<file path="config.mk">
export PLATFORM = sky130hd
export DESIGN_NAME = fixed_block_pool_allocator
export DESIGN_NICKNAME = d
export VERILOG_FILES = /design/src/fbpa_pkg.sv /design/src/fbpa_divider.sv /design/src/fbpa_stack.sv /design/src/fixed_block_pool_allocator.sv
export SDC_FILE = /design/constraint.sdc
export NUM_CORES = 1
export LEC_CHECK = 0
export BUFFER_PORTS_ARGS = -buffer_cell sky130_fd_sc_hd__buf_2
export CORE_MARGIN = 5
export CORE_UTILIZATION = 57
export CTS_CLUSTER_DIAMETER = 150
export DETAILED_ROUTE_END_ITERATION = 16
export GPL_TIMING_DRIVEN = 0
export PLACE_DENSITY = 0.8
export SETUP_SLACK_MARGIN = 0.1
export SLEW_MARGIN = 25
export SYNTH_ARGS = -nofsm -noshare
export SYNTH_HDL_FRONTEND = slang
export SYNTH_SLANG_ARGS = --single-unit
</file>
<file path="constraint.sdc">
create_clock -name clk -period 14.6 [get_ports clk]
set_input_delay 2.19 -clock clk [delete_from_list [all_inputs] [get_ports clk]]
set_output_delay 2.19 -clock clk [all_outputs]
set_load 0.05 [all_outputs]
</file>
<file path="src/fbpa_pkg.sv">
`timescale 1ns / 1ps
package fbpa_pkg;

  localparam int POOL_SLOTS = 64;
  localparam int IDX_W      = $clog2(POOL_SLOTS);
  localparam int CNT_W      = $clog2(POOL_SLOTS + 1);
  localparam int ADDR_W     = 32;
  localparam int BB_W       = 17;
  localparam int SIZE_W     = BB_W + 1;
  localparam int PROD_W     = IDX_W + SIZE_W;
  localparam int DIV_STEPS  = ADDR_W;
  localparam int STEP_W     = $clog2(DIV_STEPS);

  localparam logic OP_ALLOC = 1'b0;
  localparam logic OP_FREE  = 1'b1;

  typedef enum logic [2:0] {
    ST_OK         = 3'd0,
    ST_EXHAUSTED  = 3'd1,
    ST_NULL       = 3'd2,
    ST_OUTSIDE    = 3'd3,
    ST_MISALIGNED = 3'd4,
    ST_DOUBLE     = 3'd5
  } status_t;

  typedef enum logic [1:0] {
    CFG_BASE  = 2'd0,
    CFG_BYTES = 2'd1,
    CFG_COUNT = 2'd2
  } cfg_idx_t;

  // request to the serial remainder unit
  typedef struct packed {
    logic              start;
    logic [ADDR_W-1:0] dividend;
    logic [SIZE_W-1:0] divisor;
  } div_req_t;

  // quotient keeps CNT_W low bits plus a sticky flag for anything larger
  typedef struct packed {
    logic             done;
    logic             rem_zero;
    logic             over;
    logic [CNT_W-1:0] quot;
  } div_res_t;

  typedef struct packed {
    logic             push;
    logic             pop;
    logic [IDX_W-1:0] push_idx;
  } stk_ctl_t;

endpackage

</file>
<file path="src/fbpa_divider.sv">
`timescale 1ns / 1ps
module fbpa_divider import fbpa_pkg::*; (
  input  logic     clk,
  input  logic     rst_n,
  input  div_req_t req,
  output div_res_t res
);

  logic              busy_r;
  logic [STEP_W-1:0] step_r;
  logic [ADDR_W-1:0] dvd_r;
  logic [SIZE_W-1:0] dvs_r;
  logic [SIZE_W-1:0] rem_r;
  logic [CNT_W-1:0]  quot_r;
  logic              over_r;
  logic              done_r;

  logic [SIZE_W:0]   shifted;
  logic [SIZE_W+1:0] trial;
  logic              qbit;
  logic [SIZE_W-1:0] rem_nxt;

  // one restoring step: bring in the next dividend bit, subtract if it fits
  always_comb begin
    shifted = {rem_r, dvd_r[ADDR_W-1]};
    trial   = {1'b0, shifted} - {2'b00, dvs_r};
    qbit    = !trial[SIZE_W+1];
    rem_nxt = qbit ? trial[SIZE_W-1:0] : shifted[SIZE_W-1:0];
  end

  always_ff @(posedge clk) begin
    if (!rst_n) begin
      busy_r <= 1'b0;
      done_r <= 1'b0;
      step_r <= '0;
    end else begin
      done_r <= 1'b0;
      if (req.start) begin
        busy_r <= 1'b1;
        step_r <= '0;
      end else if (busy_r) begin
        step_r <= step_r + 1'b1;
        if (step_r == STEP_W'(DIV_STEPS - 1)) begin
          busy_r <= 1'b0;
          done_r <= 1'b1;
        end
      end
    end
  end

  always_ff @(posedge clk) begin
    if (req.start) begin
      dvd_r  <= req.dividend;
      dvs_r  <= req.divisor;
      rem_r  <= '0;
      quot_r <= '0;
      over_r <= 1'b0;
    end else if (busy_r) begin
      dvd_r  <= {dvd_r[ADDR_W-2:0], 1'b0};
      rem_r  <= rem_nxt;
      quot_r <= {quot_r[CNT_W-2:0], qbit};
      over_r <= over_r | quot_r[CNT_W-1];
    end
  end

  assign res.done     = done_r;
  assign res.rem_zero = (rem_r == '0);
  assign res.over     = over_r;
  assign res.quot     = quot_r;

endmodule

</file>
<file path="src/fbpa_stack.sv">
`timescale 1ns / 1ps
module fbpa_stack import fbpa_pkg::*; (
  input  logic             clk,
  input  logic             rst_n,
  input  stk_ctl_t         ctl,
  output logic [CNT_W-1:0] depth,
  output logic [IDX_W-1:0] top_idx
);

  logic [IDX_W-1:0] mem [POOL_SLOTS];
  logic [CNT_W-1:0] depth_r;
  logic [CNT_W-1:0] depth_dec;
  logic [IDX_W-1:0] top_r;
  logic             room;

  assign depth_dec = depth_r - 1'b1;
  assign room      = depth_r < CNT_W'(POOL_SLOTS);

  always_ff @(posedge clk) begin
    if (!rst_n) begin
      depth_r <= '0;
    end else if (ctl.pop) begin
      depth_r <= depth_dec;
    end else if (ctl.push && room) begin
      depth_r <= depth_r + 1'b1;
    end
  end

  always_ff @(posedge clk) begin
    if (ctl.push && room) begin
      mem[depth_r[IDX_W-1:0]] <= ctl.push_idx;
    end
    if (ctl.pop) begin
      top_r <= mem[depth_dec[IDX_W-1:0]];
    end
  end

  assign depth   = depth_r;
  assign top_idx = top_r;

endmodule

</file>
<file path="src/fixed_block_pool_allocator.sv">
`timescale 1ns / 1ps
// channel  | handshake              | payload
// ---------+------------------------+-------------------------------------------
// in       | in_valid / in_stall    | in_opcode, in_address
// out      | out_valid / out_stall  | out_status, out_block_address, out_used_count
// cfg      | cfg_wr_en (no wait)    | cfg_index, cfg_wr_data
//
// one request at a time; states from acceptance: fresh allocate S_MUL, S_ADD, S_FIN;
// freed-stack allocate S_POP (stack read), S_MUL, S_ADD, S_FIN; exhausted S_FIN; free
// S_DIV (bit-serial remainder, 32 steps), S_FIN; null pointer and below-base S_FIN
// a finished result waits in the output register while the next request is taken
// reset is synchronous, free marks are all set at once, no clearing pass
module fixed_block_pool_allocator import fbpa_pkg::*; (
  input  logic              clk,
  input  logic              rst_n,
  input  logic              in_valid,
  output logic              in_stall,
  input  logic              in_opcode,
  input  logic [ADDR_W-1:0] in_address,
  output logic              out_valid,
  input  logic              out_stall,
  output logic [2:0]        out_status,
  output logic [ADDR_W-1:0] out_block_address,
  output logic [CNT_W-1:0]  out_used_count,
  input  logic              cfg_wr_en,
  input  logic [1:0]        cfg_index,
  input  logic [ADDR_W-1:0] cfg_wr_data
);

  typedef enum logic [2:0] {
    S_IDLE,
    S_POP,
    S_MUL,
    S_ADD,
    S_DIV,
    S_FIN
  } state_t;

  logic [ADDR_W-1:0]     base_r;
  logic [BB_W-1:0]       bytes_r;
  logic [CNT_W-1:0]      count_r;

  state_t                state_r;
  logic [IDX_W-1:0]      idx_r;
  logic [PROD_W-1:0]     prod_r;
  status_t               status_r;
  logic [ADDR_W-1:0]     res_addr_r;
  logic [POOL_SLOTS-1:0] marks_r;
  logic [CNT_W-1:0]      fresh_r;
  logic [CNT_W-1:0]      used_r;
  logic                  out_valid_r;
  status_t               out_status_r;
  logic [ADDR_W-1:0]     out_addr_r;
  logic [CNT_W-1:0]      out_used_r;

  logic [SIZE_W-1:0]     size_sum;
  logic [SIZE_W-1:0]     size_rnd;
  logic [SIZE_W-1:0]     eff_size;
  logic [CNT_W-1:0]      eff_count;
  logic [ADDR_W:0]       offset;
  logic                  accept;
  logic                  out_free;
  logic                  free_outside;
  logic                  free_double;
  logic                  free_good;

  div_req_t              div_req;
  div_res_t              div_res;
  stk_ctl_t              stk_ctl;
  logic [CNT_W-1:0]      stk_depth;
  logic [IDX_W-1:0]      stk_top;

  // configuration
  always_ff @(posedge clk) begin
    if (!rst_n) begin
      base_r  <= '0;
      bytes_r <= BB_W'(16);
      count_r <= CNT_W'(POOL_SLOTS);
    end else if (cfg_wr_en) begin
      case (cfg_index)
        CFG_BASE:  base_r  <= cfg_wr_data;
        CFG_BYTES: bytes_r <= cfg_wr_data[BB_W-1:0];
        CFG_COUNT: count_r <= cfg_wr_data[CNT_W-1:0];
        default:   ;
      endcase
    end
  end

  // size rounded up to 8, at least 16; count clamped to 1..POOL_SLOTS
  always_comb begin
    size_sum = {1'b0, bytes_r} + SIZE_W'(7);
    size_rnd = {size_sum[SIZE_W-1:3], 3'b000};
    eff_size = (size_rnd < SIZE_W'(16)) ? SIZE_W'(16) : size_rnd;
    if (count_r == '0) begin
      eff_count = CNT_W'(1);
    end else if (count_r > CNT_W'(POOL_SLOTS)) begin
      eff_count = CNT_W'(POOL_SLOTS);
    end else begin
      eff_count = count_r;
    end
  end

  assign offset   = {1'b0, in_address} - {1'b0, base_r};
  assign in_stall = (state_r != S_IDLE);
  assign accept   = in_valid && !in_stall;
  assign out_free = !out_valid_r || !out_stall;

  // quotient below count is the same as offset below size * count
  assign free_outside = div_res.over || (div_res.quot >= eff_count);
  assign free_double  = marks_r[div_res.quot[IDX_W-1:0]];
  assign free_good    = div_res.done && !free_outside && div_res.rem_zero && !free_double;

  always_comb begin
    div_req.start    = accept && (in_opcode != OP_ALLOC) && (in_address != '0)
                       && !offset[ADDR_W];
    div_req.dividend = offset[ADDR_W-1:0];
    div_req.divisor  = eff_size;
    stk_ctl.pop      = accept && (in_opcode == OP_ALLOC) && (stk_depth != '0);
    stk_ctl.push     = (state_r == S_DIV) && free_good;
    stk_ctl.push_idx = div_res.quot[IDX_W-1:0];
  end

  fbpa_divider u_div (
    .clk   (clk),
    .rst_n (rst_n),
    .req   (div_req),
    .res   (div_res)
  );

  fbpa_stack u_stack (
    .clk     (clk),
    .rst_n   (rst_n),
    .ctl     (stk_ctl),
    .depth   (stk_depth),
    .top_idx (stk_top)
  );

  always_ff @(posedge clk) begin
    if (!rst_n) begin
      state_r     <= S_IDLE;
      marks_r     <= '1;
      fresh_r     <= '0;
      used_r      <= '0;
      out_valid_r <= 1'b0;
    end else begin
      if (state_r == S_FIN && out_free) begin
        out_valid_r <= 1'b1;
      end else if (out_valid_r && !out_stall) begin
        out_valid_r <= 1'b0;
      end
      case (state_r)
        S_IDLE: begin
          if (accept) begin
            res_addr_r <= '0;
            if (in_opcode == OP_ALLOC) begin
              if (stk_depth != '0) begin
                status_r <= ST_OK;
                state_r  <= S_POP;
              end else if (fresh_r < eff_count) begin
                status_r <= ST_OK;
                idx_r    <= fresh_r[IDX_W-1:0];
                fresh_r  <= fresh_r + 1'b1;
                state_r  <= S_MUL;
              end else begin
                status_r <= ST_EXHAUSTED;
                state_r  <= S_FIN;
              end
            end else if (in_address == '0) begin
              status_r <= ST_NULL;
              state_r  <= S_FIN;
            end else if (offset[ADDR_W]) begin
              status_r <= ST_OUTSIDE;
              state_r  <= S_FIN;
            end else begin
              status_r <= ST_OK;
              state_r  <= S_DIV;
            end
          end
        end
        S_POP: begin
          idx_r   <= stk_top;
          state_r <= S_MUL;
        end
        S_MUL: begin
          prod_r  <= idx_r * eff_size;
          state_r <= S_ADD;
        end
        S_ADD: begin
          res_addr_r     <= base_r + ADDR_W'(prod_r);
          marks_r[idx_r] <= 1'b0;
          used_r         <= used_r + 1'b1;
          state_r        <= S_FIN;
        end
        S_DIV: begin
          if (div_res.done) begin
            state_r <= S_FIN;
            if (free_outside) begin
              status_r <= ST_OUTSIDE;
            end else if (!div_res.rem_zero) begin
              status_r <= ST_MISALIGNED;
            end else if (free_double) begin
              status_r <= ST_DOUBLE;
            end else if (stk_depth < CNT_W'(POOL_SLOTS)) begin
              marks_r[div_res.quot[IDX_W-1:0]] <= 1'b1;
              if (used_r != '0) begin
                used_r <= used_r - 1'b1;
              end
            end
          end
        end
        S_FIN: begin
          // wait until the output register can take the result
          if (out_free) begin
            out_status_r <= status_r;
            out_addr_r   <= res_addr_r;
            out_used_r   <= used_r;
            state_r      <= S_IDLE;
          end
        end
        default: state_r <= S_IDLE;
      endcase
    end
  end

  assign out_valid         = out_valid_r;
  assign out_status        = out_status_r;
  assign out_block_address = out_addr_r;
  assign out_used_count    = out_used_r;

  a_one_at_a_time: assert property (@(posedge clk) disable iff (!rst_n)
    accept |=> in_stall)
    else $error("request taken while another is in flight");

  a_fail_has_no_address: assert property (@(posedge clk) disable iff (!rst_n)
    (out_valid && out_status != ST_OK) |-> (out_block_address == '0))
    else $error("failed request carries an address");

  a_used_bounded: assert property (@(posedge clk) disable iff (!rst_n)
    out_valid |-> (out_used_count <= CNT_W'(POOL_SLOTS)))
    else $error("used count beyond pool size");

  a_div_done_in_div: assert property (@(posedge clk) disable iff (!rst_n)
    div_res.done |-> (state_r == S_DIV))
    else $error("remainder unit finished outside a free");

  a_result_not_lost: assert property (@(posedge clk) disable iff (!rst_n)
    (out_valid && out_stall) |=> (out_valid && $stable(out_status)
                                  && $stable(out_used_count)))
    else $error("pending result overwritten");

endmodule

</file>
==> run summary <==
DIE WIDTH -> 259 um
vias in the first global route -> 24300
RSZ-0062 raised after global routing -> no
Fmax -> 153 MHz
cts repair resizes -> 0
PwrDens -> 161 nW/um^2
R2R Path Start -> bytes_r[0]
post-synth top area cell -> edfxtp_1
setup skew after layout -> 0.0580 ns
first-pass GRT wire length -> 143 mm
main flop type after synthesis -> edfxtp_1
Synth Register Bits -> 719
TritonRoute pass-1 iters -> 9
layout cells sized above 1 -> 14.8%
Synth Instances -> 2781
CTS tree -> built
grt ovf -> 0
IO Port Bufs -> 114
Max-slew headroom -> 31.2%
WP data arrival -> 6.91 ns
synthesized area -> 35300 um^2
largest net degree at the start of global routing -> 71
Synth Warn # -> 0
Max Slew Vio Count -> 0
# placed instances -> 3688
Hold WC Path Type -> flop to flop
WL/cell -> 24.5 um
CP required -> 14.99 ns
clk_lat worst skew -> 0.66 ns
Starting Density -> 57.4%
CP max FO -> 7
Setup TNS Final -> 0 ns
vias -> 24500
initial antenna violation count -> 6
Setup CP Type -> flop to flop
Final setup viols -> 0
total setup buffers inserted after CTS -> 0
status -> finished, final reports clean
die area -> 67000 um^2
syn avg cell area -> 12.7 um^2
crit path launch -> bytes_r[0]
Final Instance Count excl. Fillers -> 3829
min Tclk post-route -> 6.52 ns
clock tree buffer depth -> 3
maximum VDD drop -> 116 uV
Leakage Power -> 14.2 nW
Setup crit end kind -> flop
ranking of synthesized cells by area -> edfxtp_1 (46%), dfxtp_1 (10%), mux4_2 (8.3%)
filler cell count -> 4303
CTS sink cnt -> 719
core footprint -> 61500 um^2
fraction of registers with async set or reset after synthesis -> 0%
cts bufs inserted -> 74
Final Power -> 6.39 mW
fin nets -> 3224
Fin. Hold Viols -> 0
Post-DP HPWL -> 64.4 mm
Total GRT Usage -> 27.5%
GPL Wtd Cong -> 0.945
Startpoint Class -> flop
post-route ant nets -> 0
Area Overhead vs Synth -> 12.2%
Synthesized Nets -> 3031
DR iter-0 viols -> 3198
Die Ht -> 259 um
I/O pin count -> 116
Row Count -> 91
Hold Buf Count CTS -> 0
hold_sp -> res_addr_r[18]
Max-Cap Viols -> 0
via density per instance -> 6.39
share of the synthesized area in the top cell type -> 46.0%
final core occ -> 64.4%
synth cell count leaders -> edfxtp_1 (541), nand2_1 (222), nor2_1 (210)
number of synthesized flops with an enable pin -> 541
Root Buffer -> clkbuf_16
drt drc -> 0
Slew @ Worst Pin -> 1.03 ns
H-tree depth -> 3
top-count cell post-synth -> edfxtp_1
Fin Hold WS -> 0.418 ns
Seq/Total Area, Yosys -> 56.1%
fin crit share -> 44.7%
Detailed Route WL -> 93.6 mm
Yosys cell types -> 76
Clock transition at path regs -> 0.06 ns
[report_power, final]
group	leakage (nW)	total, mW	switching (mW)	internal [mW]
Clock	1.22	1.96	0.844	1.12
Sequential	6.44	2.69	0.207	2.48
Combinational	6.51	1.74	1.05	0.696
[sequential cells by signal (all words and copies together), names as in the netlist, 6 cells and up]
name               count
u_stack.mem          384
marks_r               64
base_r                32
out_block_address     32
res_addr_r            32
u_div.dvd_r           32
prod_r                21
u_div.rem_r           18
bytes_r               17
u_div.dvs_r           15
count_r                7
fresh_r                7
out_used_count         7
u_div.quot_r           7
u_stack.depth          7
used_r                 7
idx_r                  6
u_stack.top_idx        6
[logic make-up (layout without fill, tap and decap cells)]
kind of cell / count (synthesis) / after routing / synth area share [%]
DFF: 719 / 719 / 56.1
buffers and inverters: 297 / 550 / 3.24
AOI/OAI and AO/OA: 484 / 484 / 8.69
other: 0 / 5 / 0
and+or+nand+nor: 792 / 792 / 11.1
adders and majority gates: 178 / 178 / 7.52
muxes: 216 / 216 / 11.0
xor gates and xnor gates: 95 / 95 / 2.36
[critical path, cell delays in order (launching register included)]
cell	delay, ns
dfxtp_1	0.32
o31a_1	0.38
and4_1	0.27
and3_1	0.21
and3_1	0.23
xnor2_1	0.76
nor2b_1	0.17
fa_1	0.52
fa_1	0.49
inv_1	0.05
fa_1	0.53
inv_1	0.05
ha_1	0.21
or3_1	0.38
o21ai_0	0.44
o21ai_0	0.29
o211ai_1	0.27
nand3_1	0.15
nor3_1	0.16
a21oi_1	0.07
xnor2_1	0.32
[final timing paths]
check	depth (start not counted)	to	slack (ns)
max reg2reg	20	prod_r[23]	8.08
min reg2reg	0	out_block_address[18]	0.42
min	0	out_block_address[18]	0.42
max	20	prod_r[23]	8.08
[per-layer routing]
| layer | up-vias | GRT usage (%) | share of wire (%) |
|---|---|---|---|
| met1 | 12000 | 37.3 | 38 |
| met5 | - | 0 | 0.014 |
| met2 | 1528 | 44.7 | 47 |
| met4 | 2 | 9.56 | 3.8 |
| li1 | 10700 | - | - |
| met3 | 258 | 6.08 | 11 |
[cells in the final DEF (no fill, tap or decap), types with 24 or more instances in the layout]
master / synthesis / final
edfxtp_1: 541 / 541
nand2_1: 222 / 222
nor2_1: 210 / 208
dfxtp_1: 178 / 172
inv_1: 167 / 167
a21oi_1: 133 / 132
mux4_2: 130 / 130
buf_2: 6 / 121
ha_1: 121 / 121
o21ai_0: 119 / 119
clkbuf_1: 93 / 109
clkbuf_16: 0 / 75
nor2b_1: 63 / 63
a21o_1: 62 / 62
xnor2_1: 60 / 59
fa_1: 57 / 57
nand3_1: 46 / 46
and2_1: 44 / 44
o211ai_1: 44 / 44
mux2i_1: 43 / 43
mux2_2: 41 / 41
xor2_1: 35 / 35
nor3_1: 30 / 30
nand2b_1: 30 / 30
a211oi_1: 26 / 26
nor4_1: 34 / 24
[through the flow]
stage          setup WS, ns  cell area (um^2)
2_1_floorplan          8.94             35300
3_3_place_gp           7.51             36900
3_5_place_dp           7.68             37000
4_1_cts                8.10             39600
5_1_grt                7.69             39600
6_report               8.08             39600
[area by class of cell]
cell class	count	area (um^2)	share of cell area, %
sequential	719	19800	50.1
multi-input combinational	1765	14500	36.5
clock buffer	96	2010	5.06
tap	790	988	2.50
inverter	171	642	1.62
timing repair buffer	117	638	1.61
clock inverter	40	529	1.34
buffer	126	505	1.28
antenna	5	12.5	0.0316
No activity file was read; power rests on OpenSTA's default activity.
